--- src/rtl/core/s9p_pkg.sv ---
// shared constants, types and helpers of the simple-9 word packer
package s9p_pkg;

  localparam int SLOTS   = 28;
  localparam int NSEL    = 9;
  localparam int SLOT_AW = $clog2(SLOTS);
  localparam int CNT_W   = $clog2(SLOTS + 1);
  localparam int SEL_W   = 4;
  localparam int VAL_W   = 28;
  localparam int WORD_W  = 32;
  localparam int QDEPTH  = 2;
  localparam int Q_AW    = $clog2(QDEPTH);
  localparam int QCNT_W  = $clog2(QDEPTH + 1);

  localparam logic [CNT_W-1:0] SEL_CNT [NSEL] =
    '{5'd28, 5'd14, 5'd9, 5'd7, 5'd5, 5'd4, 5'd3, 5'd2, 5'd1};
  localparam logic [CNT_W-1:0] SEL_BITS [NSEL] =
    '{5'd1, 5'd2, 5'd3, 5'd4, 5'd5, 5'd7, 5'd9, 5'd14, 5'd28};

  localparam logic [SEL_W-1:0] SEL_LAST = SEL_W'(NSEL - 1);

  // one classified input beat
  typedef struct packed {
    logic [VAL_W-1:0] value;
    logic [SEL_W-1:0] cls;
    logic             wide;
    logic             eob;
  } cmd_t;

  typedef struct packed {
    logic [CNT_W-1:0] count;
    logic             busy;
  } status_t;

  // lowest selector whose width holds the value
  function automatic logic [SEL_W-1:0] sel_class(input logic [VAL_W-1:0] v);
    logic [SEL_W-1:0] c;
    c = SEL_LAST;
    for (int k = NSEL - 1; k >= 0; k--) begin
      if ((v >> SEL_BITS[k]) == '0) c = SEL_W'(k);
    end
    return c;
  endfunction

endpackage

--- src/rtl/core/simple9_word_packer.sv ---
// top level of the simple-9 word packer
//
// slave stream: one 32-bit value per beat, tlast asks for a flush of all
// buffered values after this one. master stream: one 32-bit simple-9 word
// per beat, tuser flags a value of 29 bits or more that was dropped (word
// zero), tlast marks the final word caused by one input beat.
// values are buffered up to 28; a full buffer packs one word, a flush packs
// words until the buffer is empty. an input beat that causes no word is
// handled in the idle state, so values stream in at one per cycle
// between words. each packed word then passes a selector search state and
// a word build and buffer shift state; the build waits while the output
// register is held. a dropped-value beat passes an error state for its
// error beat, which also waits on the output register.
// a two-entry command queue decouples input from the engine; the output
// register holds a word while the receiver stalls, and the engine waits on
// it while the queue keeps taking beats until full.
// reset empties the buffer, the queue and the output register.
module simple9_word_packer (
  input  logic        clk_i,
  input  logic        rst_ni,
  input  logic        s_axis_tvalid_i,
  output logic        s_axis_tready_o,
  input  logic [31:0] s_axis_tdata_i,   // value[31:0]
  input  logic        s_axis_tlast_i,   // end_of_block
  output logic        m_axis_tvalid_o,
  input  logic        m_axis_tready_i,
  output logic [31:0] m_axis_tdata_o,   // packed_word[31:0]
  output logic        m_axis_tuser_o,   // value_too_wide
  output logic        m_axis_tlast_o    // last_of_run
);
  import s9p_pkg::*;

  logic    q_full, q_push, q_empty, q_pop;
  cmd_t    push_cmd, pop_cmd;
  status_t status;

  s9p_front u_front (
    .s_axis_tvalid_i (s_axis_tvalid_i),
    .s_axis_tready_o (s_axis_tready_o),
    .s_axis_tdata_i  (s_axis_tdata_i),
    .s_axis_tlast_i  (s_axis_tlast_i),
    .q_full_i        (q_full),
    .q_push_o        (q_push),
    .q_cmd_o         (push_cmd)
  );

  s9p_queue u_queue (
    .clk_i   (clk_i),
    .rst_ni  (rst_ni),
    .push_i  (q_push),
    .cmd_i   (push_cmd),
    .full_o  (q_full),
    .pop_i   (q_pop),
    .empty_o (q_empty),
    .cmd_o   (pop_cmd)
  );

  s9p_back u_back (
    .clk_i           (clk_i),
    .rst_ni          (rst_ni),
    .q_empty_i       (q_empty),
    .q_cmd_i         (pop_cmd),
    .q_pop_o         (q_pop),
    .m_axis_tvalid_o (m_axis_tvalid_o),
    .m_axis_tready_i (m_axis_tready_i),
    .m_axis_tdata_o  (m_axis_tdata_o),
    .m_axis_tuser_o  (m_axis_tuser_o),
    .m_axis_tlast_o  (m_axis_tlast_o),
    .status_o        (status)
  );

`ifndef SYNTH
  a_err_word_zero: assert property (@(posedge clk_i) disable iff (!rst_ni)
    m_axis_tvalid_o && m_axis_tuser_o |-> m_axis_tdata_o == '0)
    else $error("dropped-value beat carries a nonzero word");

  a_selector_range: assert property (@(posedge clk_i) disable iff (!rst_ni)
    m_axis_tvalid_o && !m_axis_tuser_o |-> m_axis_tdata_o[31:28] <= SEL_LAST)
    else $error("packed word has an invalid selector");

  a_count_range: assert property (@(posedge clk_i) disable iff (!rst_ni)
    status.count <= CNT_W'(SLOTS))
    else $error("pending count beyond buffer size");

  a_idle_count: assert property (@(posedge clk_i) disable iff (!rst_ni)
    !status.busy |-> status.count < CNT_W'(SLOTS))
    else $error("full buffer left unpacked");
`endif

endmodule

--- src/rtl/core/s9p_front.sv ---
// input side: accepts beats and classifies each value by width
module s9p_front (
  input  logic                    s_axis_tvalid_i,
  output logic                    s_axis_tready_o,
  input  logic [31:0]             s_axis_tdata_i,  // value[31:0]
  input  logic                    s_axis_tlast_i,  // end_of_block
  input  logic                    q_full_i,
  output logic                    q_push_o,
  output s9p_pkg::cmd_t           q_cmd_o
);
  import s9p_pkg::*;

  assign s_axis_tready_o = !q_full_i;
  assign q_push_o        = s_axis_tvalid_i && !q_full_i;

  always_comb begin
    q_cmd_o.value = s_axis_tdata_i[VAL_W-1:0];
    q_cmd_o.wide  = |s_axis_tdata_i[WORD_W-1:VAL_W];
    q_cmd_o.eob   = s_axis_tlast_i;
    q_cmd_o.cls   = sel_class(s_axis_tdata_i[VAL_W-1:0]);
  end

endmodule

--- src/rtl/core/s9p_queue.sv ---
// short command queue between the front and the packing engine
module s9p_queue (
  input  logic          clk_i,
  input  logic          rst_ni,
  input  logic          push_i,
  input  s9p_pkg::cmd_t cmd_i,
  output logic          full_o,
  input  logic          pop_i,
  output logic          empty_o,
  output s9p_pkg::cmd_t cmd_o
);
  import s9p_pkg::*;

  cmd_t              mem_q [QDEPTH];
  logic [Q_AW-1:0]   wr_q, wr_d, rd_q, rd_d;
  logic [QCNT_W-1:0] cnt_q, cnt_d;

  assign full_o  = (cnt_q == QCNT_W'(QDEPTH));
  assign empty_o = (cnt_q == '0);
  assign cmd_o   = mem_q[rd_q];

  always_comb begin
    wr_d  = push_i ? wr_q + 1'b1 : wr_q;
    rd_d  = pop_i ? rd_q + 1'b1 : rd_q;
    cnt_d = cnt_q + QCNT_W'(push_i) - QCNT_W'(pop_i);
  end

  always_ff @(posedge clk_i or negedge rst_ni) begin
    if (!rst_ni) begin
      wr_q  <= '0;
      rd_q  <= '0;
      cnt_q <= '0;
    end else begin
      wr_q  <= wr_d;
      rd_q  <= rd_d;
      cnt_q <= cnt_d;
    end
  end

  always_ff @(posedge clk_i) begin
    if (push_i) begin
      mem_q[wr_q] <= cmd_i;
    end
  end

endmodule

--- src/rtl/core/s9p_back.sv ---
// packing engine: pending buffer, selector search, word build, output register
module s9p_back (
  input  logic                 clk_i,
  input  logic                 rst_ni,
  input  logic                 q_empty_i,
  input  s9p_pkg::cmd_t        q_cmd_i,
  output logic                 q_pop_o,
  output logic                 m_axis_tvalid_o,
  input  logic                 m_axis_tready_i,
  output logic [31:0]          m_axis_tdata_o,  // packed_word[31:0]
  output logic                 m_axis_tuser_o,  // value_too_wide
  output logic                 m_axis_tlast_o,  // last_of_run
  output s9p_pkg::status_t     status_o
);
  import s9p_pkg::*;

  typedef enum logic [1:0] {
    S_IDLE,
    S_ERR,
    S_SEL,
    S_EMIT
  } state_e;

  state_e             state_q, state_d;
  logic [CNT_W-1:0]   count_q, count_d;
  logic               flush_q, flush_d;
  logic [SEL_W-1:0]   sel_q, sel_d;
  logic [CNT_W-1:0]   taken_q, taken_d;
  logic               out_valid_q, out_valid_d;
  logic [WORD_W-1:0]  out_word_q, out_word_d;
  logic               out_wide_q, out_wide_d;
  logic               out_last_q, out_last_d;

  logic [VAL_W-1:0]   vals_q [SLOTS];
  logic [SEL_W-1:0]   cls_q  [SLOTS];
  logic [VAL_W-1:0]   sh_vals [SLOTS];
  logic [SEL_W-1:0]   sh_cls  [SLOTS];

  logic [NSEL-1:0]    bad;
  logic [SEL_W-1:0]   sel_pick;
  logic [CNT_W-1:0]   taken_pick;
  logic [WORD_W-1:0]  word;
  logic [CNT_W-1:0]   remain;
  logic               out_free;
  logic               append;
  logic               shift_en;

  assign out_free = !out_valid_q || m_axis_tready_i;
  assign q_pop_o  = (state_q == S_IDLE) && !q_empty_i;
  assign append   = q_pop_o && !q_cmd_i.wide;
  assign shift_en = (state_q == S_EMIT) && out_free;
  assign remain   = count_q - taken_q;

  // selector search over the leading pending values
  always_comb begin
    for (int s = 0; s < NSEL; s++) begin
      bad[s] = 1'b0;
      for (int i = 0; i < SLOTS; i++) begin
        if (i < int'(SEL_CNT[s]) && CNT_W'(i) < count_q && cls_q[i] > SEL_W'(s)) begin
          bad[s] = 1'b1;
        end
      end
    end
    sel_pick = SEL_LAST;
    for (int s = NSEL - 1; s >= 0; s--) begin
      if (!bad[s]) sel_pick = SEL_W'(s);
    end
    taken_pick = count_q;
    for (int s = 0; s < NSEL; s++) begin
      if (sel_pick == SEL_W'(s) && SEL_CNT[s] < count_q) taken_pick = SEL_CNT[s];
    end
  end

  // word build for the chosen selector
  always_comb begin
    word = {sel_q, {VAL_W{1'b0}}};
    for (int s = 0; s < NSEL; s++) begin
      if (sel_q == SEL_W'(s)) begin
        for (int i = 0; i < SLOTS; i++) begin
          if (i < int'(SEL_CNT[s]) && CNT_W'(i) < count_q) begin
            word[VAL_W-1:0] = word[VAL_W-1:0]
                            | (vals_q[i] << (VAL_W - int'(SEL_BITS[s]) * (i + 1)));
          end
        end
      end
    end
  end

  // drop the packed values from the head of the buffer
  always_comb begin
    int j;
    for (int i = 0; i < SLOTS; i++) begin
      sh_vals[i] = vals_q[i];
      sh_cls[i]  = cls_q[i];
      for (int s = 0; s < NSEL; s++) begin
        j = i + int'(SEL_CNT[s]);
        if (sel_q == SEL_W'(s)) begin
          if (j < SLOTS) begin
            sh_vals[i] = vals_q[j[SLOT_AW-1:0]];
            sh_cls[i]  = cls_q[j[SLOT_AW-1:0]];
          end
        end
      end
    end
  end

  always_comb begin
    state_d     = state_q;
    count_d     = count_q;
    flush_d     = flush_q;
    sel_d       = sel_q;
    taken_d     = taken_q;
    out_valid_d = out_valid_q && !m_axis_tready_i;
    out_word_d  = out_word_q;
    out_wide_d  = out_wide_q;
    out_last_d  = out_last_q;
    unique case (state_q)
      S_IDLE: begin
        if (!q_empty_i) begin
          flush_d = q_cmd_i.eob;
          if (q_cmd_i.wide) begin
            state_d = S_ERR;
          end else begin
            count_d = count_q + CNT_W'(1);
            if (count_q == CNT_W'(SLOTS - 1) || q_cmd_i.eob) state_d = S_SEL;
          end
        end
      end
      S_ERR: begin
        if (out_free) begin
          out_valid_d = 1'b1;
          out_word_d  = '0;
          out_wide_d  = 1'b1;
          out_last_d  = !(flush_q && count_q != '0);
          state_d     = (flush_q && count_q != '0) ? S_SEL : S_IDLE;
        end
      end
      S_SEL: begin
        sel_d   = sel_pick;
        taken_d = taken_pick;
        state_d = S_EMIT;
      end
      S_EMIT: begin
        if (out_free) begin
          out_valid_d = 1'b1;
          out_word_d  = word;
          out_wide_d  = 1'b0;
          out_last_d  = !(flush_q && remain != '0);
          count_d     = remain;
          state_d     = (flush_q && remain != '0) ? S_SEL : S_IDLE;
        end
      end
      default: state_d = S_IDLE;
    endcase
  end

  always_ff @(posedge clk_i or negedge rst_ni) begin
    if (!rst_ni) begin
      state_q     <= S_IDLE;
      count_q     <= '0;
      flush_q     <= 1'b0;
      sel_q       <= '0;
      taken_q     <= '0;
      out_valid_q <= 1'b0;
      out_word_q  <= '0;
      out_wide_q  <= 1'b0;
      out_last_q  <= 1'b0;
    end else begin
      state_q     <= state_d;
      count_q     <= count_d;
      flush_q     <= flush_d;
      sel_q       <= sel_d;
      taken_q     <= taken_d;
      out_valid_q <= out_valid_d;
      out_word_q  <= out_word_d;
      out_wide_q  <= out_wide_d;
      out_last_q  <= out_last_d;
    end
  end

  always_ff @(posedge clk_i) begin
    if (append) begin
      vals_q[count_q[SLOT_AW-1:0]] <= q_cmd_i.value;
      cls_q[count_q[SLOT_AW-1:0]]  <= q_cmd_i.cls;
    end else if (shift_en) begin
      for (int i = 0; i < SLOTS; i++) begin
        vals_q[i] <= sh_vals[i];
        cls_q[i]  <= sh_cls[i];
      end
    end
  end

  assign m_axis_tvalid_o = out_valid_q;
  assign m_axis_tdata_o  = out_word_q;
  assign m_axis_tuser_o  = out_wide_q;
  assign m_axis_tlast_o  = out_last_q;

  assign status_o.count = count_q;
  assign status_o.busy  = (state_q != S_IDLE);

endmodule

--- config.mk ---
export PLATFORM = sky130hd
export DESIGN_NAME = simple9_word_packer
export DESIGN_NICKNAME = d
export VERILOG_FILES = /design/src/rtl/core/s9p_pkg.sv /design/src/rtl/core/simple9_word_packer.sv /design/src/rtl/core/s9p_front.sv /design/src/rtl/core/s9p_queue.sv /design/src/rtl/core/s9p_back.sv
export SDC_FILE = /design/constraint.sdc
export NUM_CORES = 2
export LEC_CHECK = 0
export ABC_AREA = 1
export ABC_CLOCK_PERIOD_IN_PS = 5800
export BUFFER_PORTS_ARGS = -buffer_cell sky130_fd_sc_hd__buf_2
export CAP_MARGIN = 20
export CORE_UTILIZATION = 25
export DETAILED_ROUTE_END_ITERATION = 12
export PLACE_DENSITY = 0.37
export SLEW_MARGIN = 20
export SYNTH_ARGS = -nofsm -noshare
export SYNTH_HDL_FRONTEND = slang
export SYNTH_SLANG_ARGS = --single-unit
--- constraint.sdc ---
create_clock -name clk_i -period 5.8 [get_ports clk_i]
set_clock_uncertainty 0.15 [all_clocks]
set_input_delay 0 -clock clk_i [delete_from_list [all_inputs] [get_ports clk_i]]
set_output_delay 0 -clock clk_i [all_outputs]
set_load 0.05 [all_outputs]
Yosys cells after proc, flatten, opt, wreduce, memory -nomap -nowiden
Memories as Yosys holds them, arrays and structs flattened.
Index checks and enable logic that the tools add are counted.
{"block": "word_totals", "regBits": 56, "ramBits": 964, "in_bits": 37, "output_inout_bits": 36, "word_cells": 979, "mem_count": 3}
{"block": "classes", "addsub": 6, "order_cmp": 101, "eq_ne": 26, "n_mux": 637, "bitwise_logic": 73, "n_reduce_logical": 121}
{"memory": "u_back.vals_q", "depth": 28, "word_bits": 28, "rd": 28, "rd_clocked_by_memory_dff": 0, "write_ports": 28, "line_no": "s9p_back.sv:34", "text": "logic [VAL_W-1:0] vals_q [SLOTS];"}
{"memory": "u_back.cls_q", "depth": 28, "word_bits": 4, "rd": 28, "rd_clocked_by_memory_dff": 0, "write_ports": 28, "line_no": "s9p_back.sv:35", "text": "logic [SEL_W-1:0] cls_q [SLOTS];"}
{"memory": "u_queue.mem_q", "depth": 2, "word_bits": 34, "rd": 1, "rd_clocked_by_memory_dff": 0, "write_ports": 1, "line_no": "s9p_queue.sv:14", "text": "cmd_t mem_q [QDEPTH];"}
{"cell": "$mux W28", "n": 326}
{"cell": "$or A28 B28 Y28", "n": 72}
{"cell": "$mux W4", "n": 196}
{"cell": "$logic_not A28 Y1", "n": 8}
{"cell": "$gt A4 B1 Y1 const B", "n": 42}
{"cell": "$logic_and A1 B1 Y1", "n": 88}
{"cell": "$mux W1", "n": 87}
{"cell": "$mux W5", "n": 14}
{"cell": "$lt A5 B5 Y1 const A", "n": 13}
{"cell": "$gt A4 B2 Y1 const B", "n": 16}
{"cell": "$mux W32", "n": 2}
{"cell": "$pmux W32 S2", "n": 1}
{"cell": "$gt A4 B3 Y1 const B", "n": 14}
{"cell": "$lt A4 B5 Y1 const A", "n": 8}
{"cell": "$eq A4 B3 Y1 const B", "n": 8}
{"cell": "$reduce_or A28 Y1", "n": 1}
{"cell": "$lt A3 B5 Y1 const A", "n": 4}
{"cell": "$eq A4 B2 Y1 const B", "n": 4}
{"cell": "$mux W2", "n": 7}
{"cell": "$lt A1 B5 Y1 const A", "n": 2}
{"cell": "$lt A2 B5 Y1 const A", "n": 2}
{"cell": "$pmux W5 S2", "n": 1}
{"cell": "$reduce_bool A5 Y1", "n": 2}
{"cell": "$eq A4 B1 Y1 const B", "n": 2}
{"cell": "other kinds (25)", "n": 44}

Logic depth before layout (Yosys ltp)
{"block": "depth", "depth_word": 221, "mapped_depth": 23, "mapped_depth_nobuf": 22}

Cells and area by module
A second synthesis with hierarchy kept.
{"block": "hier_totals", "cells_unflattened": 11925, "hier_area_um2": 86123.8}
{"mod": "s9p_back", "instances": 1, "cells_per_inst": 11629, "area_per_inst_um2": 82810.7, "seq_area_each_um2": 28207.1}
{"mod": "s9p_queue", "instances": 1, "cells_per_inst": 203, "area_per_inst_um2": 2772.7, "seq_area_each_um2": 2142.1}
{"mod": "s9p_front", "instances": 1, "cells_per_inst": 93, "area_per_inst_um2": 540.5, "seq_area_each_um2": 0.0}

Least setup slack after synthesis
OpenSTA, ideal clock, no wires.
{"block": "synth_timing", "path_kind": "register -> register", "start": "register u_queue.rd_q", "end": "memory u_back.cls_q[12][0], enable pin", "setup_time_ns": 0.466, "arrival_ns": 3.838, "t_required_ns": 5.184, "setup_slack_ns": 1.346, "path_stages_with_launch": 11, "path_buffers": 1, "period_less_slack_ns": 4.454, "path_cell_list": "dfrtp_1 buf_2 inv_1 or2_2 o21ai_0 inv_1 nor2_1 inv_1 nor2_1 inv_1 o21ai_0"}
{"element": "start, declared", "line_no": "s9p_queue.sv:15", "text": "logic [Q_AW-1:0] wr_q, wr_d, rd_q, rd_d;"}
{"element": "start signal, assigned", "line_no": "s9p_queue.sv:35", "text": "rd_q <= rd_d;"}
{"element": "end, declared", "line_no": "s9p_back.sv:35"}

Worst setup path after layout
{"block": "layout_timing", "start": "register u_back.count_q[2]", "end": "register u_back.out_word_q[11] (netlist: u_back.m_axis_tdata_o[11])"}
{"block": "layout_via", "elab_chain_len": 218, "word_cells_on_any_way": 245, "cone_classes": "order compare (28); mux (146); bitwise (71)"}
{"element": "start, declared", "line_no": "s9p_back.sv:25", "text": "logic [CNT_W-1:0] count_q, count_d;"}
{"element": "start signal, assigned", "line_no": "s9p_back.sv:170", "text": "count_q <= count_d;"}
{"element": "$lt A1 B5 Y1", "line_no": "s9p_back.sv:80", "text": "if (i < int'(SEL_CNT[s]) && CNT_W'(i) < count_q) begin"}
{"element": "$mux W28", "line_no": "s9p_back.sv:80"}
{"element": "$mux W28", "line_no": "s9p_back.sv:78", "text": "if (sel_q == SEL_W'(s)) begin"}
{"element": "$or A28 B28 Y28", "line_no": "s9p_back.sv:82", "text": "| (vals_q[i] << (VAL_W - int'(SEL_BITS[s]) * (i + 1)));"}
{"element": "$mux W28", "line_no": "s9p_back.sv:80"}
{"element": "$mux W28", "line_no": "s9p_back.sv:78"}
{"element": "$or A28 B28 Y28", "line_no": "s9p_back.sv:82"}
{"element": "$mux W28", "line_no": "s9p_back.sv:80"}
{"element": "[... 202 more ...]"}
{"element": "$or A28 B28 Y28", "line_no": "s9p_back.sv:82"}
{"element": "$mux W28", "line_no": "s9p_back.sv:80"}
{"element": "$mux W28", "line_no": "s9p_back.sv:78"}
{"element": "$or A28 B28 Y28", "line_no": "s9p_back.sv:82"}
{"element": "$mux W28", "line_no": "s9p_back.sv:80"}
{"element": "$mux W28 *", "line_no": "s9p_back.sv:78"}
{"element": "$mux W32 *", "line_no": "s9p_back.sv:144", "text": "if (out_free) begin"}
{"element": "$pmux W32 S2 *", "line_no": "s9p_back.sv:117", "text": "unique case (state_q)"}
{"element": "end signal, assigned", "line_no": "s9p_back.sv:175", "text": "out_word_q <= out_word_d;"}
{"element": "end, declared", "line_no": "s9p_back.sv:30", "text": "logic [WORD_W-1:0] out_word_q, out_word_d;"}
Every way passes the cells marked *; elsewhere a longest branch is shown, timed or not. The select of a mux whose other input is x is not followed.
A chain may end at the register's enable or synchronous reset.

==> results_dict.tcl <==
set metrics [dict create \
    outcome "complete, but fails checks" \
    violations "max-slew violations" \
    grt_pass1_wl_um 861000 \
    wire_per_inst_um 42.2 \
    synth.avg_cell_area_um2 7.68 \
    synth_cells 11000 \
    worst_slack_ps 135 \
    async_flop_share 0.0549 \
    hold_path.startpoint "s_axis_tdata_i[19]" \
    num_vias 102000 \
    cts_num_sinks 1020 \
    drv_cap 0 \
    rsz0062_at_grt "no" \
    path_clk_slew_ps 60 \
    rr_endpoint "u_back.m_axis_tdata_o[11]" \
    fin_crit_ps 5660 \
    cts_made_buffers 154 \
    fmax_mhz 177 \
    die-area_mm2 0.341 \
    synth_warnings 0 \
    critPathLaunchType "flop" \
    root_buffer "clkbuf_16" \
    fill_cells 36600 \
    area_growth_pct 12.5 \
    yosys_most_used_dff "edfxtp_1" \
    wirelength_um 637000 \
    io_buffers 72 \
    worstMarginPinSlew_ps 1570 \
    cts_buffer_depth 4 \
    synth_edf_count 964 \
    cp_max_fo 14 \
    crit_required_ps 6360 \
    io_pins 73 \
    final_cell_mix "nand2_1, o211ai_1, o21ai_0" \
    hpwl_um 426000 \
    crit_start "u_back.count_q[2]" \
    setup_tns_ps 0 \
    hp-class "input port to flop" \
    via_per_inst 6.72 \
    drt-pass1-iter-count 9 \
    ys_seq_area_frac 0.358 \
    synth_area_leaders "edfxtp_1, o211ai_1, o221ai_1, o21ai_0, nand2_1" \
    slew_headroom -0.0446 \
    cts_tree "yes" \
    die_w_um 584 \
    synth.top_cell.area_share 0.342 \
    vdd.ir_drop.worst_uv 544 \
    gp_congestion 1.07 \
    groute.usage.overall 0.359 \
    crit_type "flop to flop" \
    critPathCaptureType "flop" \
    grt_max_degree 184 \
    post-route-period-util 0.977 \
    synth.distinct_cells 62 \
    layout-drive-gt1-share 0.0673 \
    postRouteAntennaNets 0 \
    drv_slew 50 \
    powerDensity_mw_per_mm2 639 \
    pre_cts_slack_ps 500 \
    coreArea_mm2 0.337 \
    finalHoldViolations 0 \
    syn_nets 11100 \
    cp.arrival_ps 6230 \
    cts_htree_levels 4 \
    clk_latency_ps 900 \
    die_h_um 584 \
    grt_overflow 0 \
    row_count 213 \
    worstHoldPathCells 6 \
    synthesis.area_mm2 0.0847 \
    crit_path_end "u_back.m_axis_tdata_o[11]" \
    post_cts_buffers 0 \
    fin_nets 10500 \
    setup_viol 0 \
    grt_pass1_vias 95300 \
    synth_seq_cells 1020 \
    drc 0 \
    initial_core_util 0.251 \
    drtIter0Drc 15300 \
    r2r_cells 10 \
    final_common_cell "nand2_1" \
    p_leak_nw 32.7 \
    synth.largest_area_cell "edfxtp_1" \
    antenna_found_initial 86 \
    r2r_slack_ps 140 \
    timing.rr.start "u_back.count_q[2]" \
]
-- cells by family (layout without fill, tap and decap cells) --
group	after synthesis	after routing	share of synthesized area
flops	1020	1020	0.358
fa+ha+maj	11	11	0.00171
xor+xnor	7	7	0.000724
mux	1	1	0.000118
simple gates	2446	2446	0.116
other cells	0	36	0
buf+inv	2202	1746	0.101
compound gates	5335	5335	0.423
-- final cells by class --
type,instances,area (um^2),share of cell area
Clock buffer,208,4160,0.0437
Antenna cell,36,90.1,0.000946
Clock inverter,67,613,0.00644
Inverter,1027,3940,0.0414
Sequential cell,1020,30400,0.319
Timing Repair Buffer,444,4230,0.0444
Multi-Input combinational cell,7800,46200,0.485
Tap cell,4515,5650,0.0593
-- critical path, stage by stage (launching register included) --
cell and delay, ps:
dfrtp_1 680, inv_2 410, nand3_2 140, inv_1 820
nor2_1 560, inv_1 230, a21oi_1 150, nor4_1 700
o221ai_1 390, nor3b_1 1060, o21ai_0 160
-- layer usage --
layer,global-route usage,vias to the layer above,share of wire,wire [um]
li1,-,41300,-,-
met1,0.465,51500,0.40,256000
met2,0.522,7226,0.42,266000
met3,0.0973,1554,0.11,67600
met4,0.235,50,0.074,47000
met5,0,-,0.00053,337
-- how the worst min path moves through the flow --
stage,endpoint
2_1_floorplan,u_back.count_q[0]
3_3_place_gp,u_back.m_axis_tdata_o[21]
3_5_place_dp,u_back.m_axis_tdata_o[21]
4_1_cts,u_queue.mem_q[0][5]
5_1_grt,u_queue.mem_q[0][5]
6_report,u_queue.mem_q[0][5]
-- where the power goes --
| group | switching, W | internal (W) |
|---|---|---|
| clock network | 0.00418 | 0.00551 |
| registers | 0.00300 | 0.0118 |
| logic | 0.0271 | 0.00919 |
-- registers in the layout, indices dropped and copies added, names as in the netlist --
name / cells
u_back.flush_q: 1
u_queue.wr_q: 1
u_back.sel_q: 4
u_back.count_q: 5
u_queue.rd_q: 1
u_back.m_axis_tlast_o: 1
u_back.m_axis_tdata_o: 32
u_back.m_axis_tvalid_o: 1
u_back.m_axis_tuser_o: 1
u_queue.cnt_q: 2
u_back.vals_q: 784
u_back.state_q: 2
u_queue.mem_q: 68
u_back.cls_q: 112
u_back.taken_q: 5
-- Yosys cell counts (39+ instances only) --
master,number
a21oi_1,773
o22ai_1,441
edfxtp_1,964
clkbuf_1,911
o211ai_1,1327
buf_1,106
inv_1,994
o221ai_1,902
a211oi_1,278
buf_2,148
o21ai_0,1250
nor4_1,40
a31oi_1,39
nand2_1,1507
nand3_1,96
dfrtp_1,56
nor2_1,646
o2111ai_1,180
nor3_1,87
-- timing repair --
item,CTS,global route
hold buffers,71,0
setup endpoints to repair,0,0
hold endpoints to repair,191,0
gates resized for setup,0,0
-- stage by stage --
step	util	cells	hold slack (ps)	area, um^2	power [W]
CTS	0.282	15100	15.8	95100	0.0593
global placement	0.266	14700	-156	89500	0.0495
finish	0.283	15100	39.1	95300	0.0608
floorplan	-	11000	-446	84700	0.0322
global route	0.283	15100	102	95200	0.0622
detailed placement	0.266	14700	-153	89600	0.0495
Power figures use the tool's default switching activity.
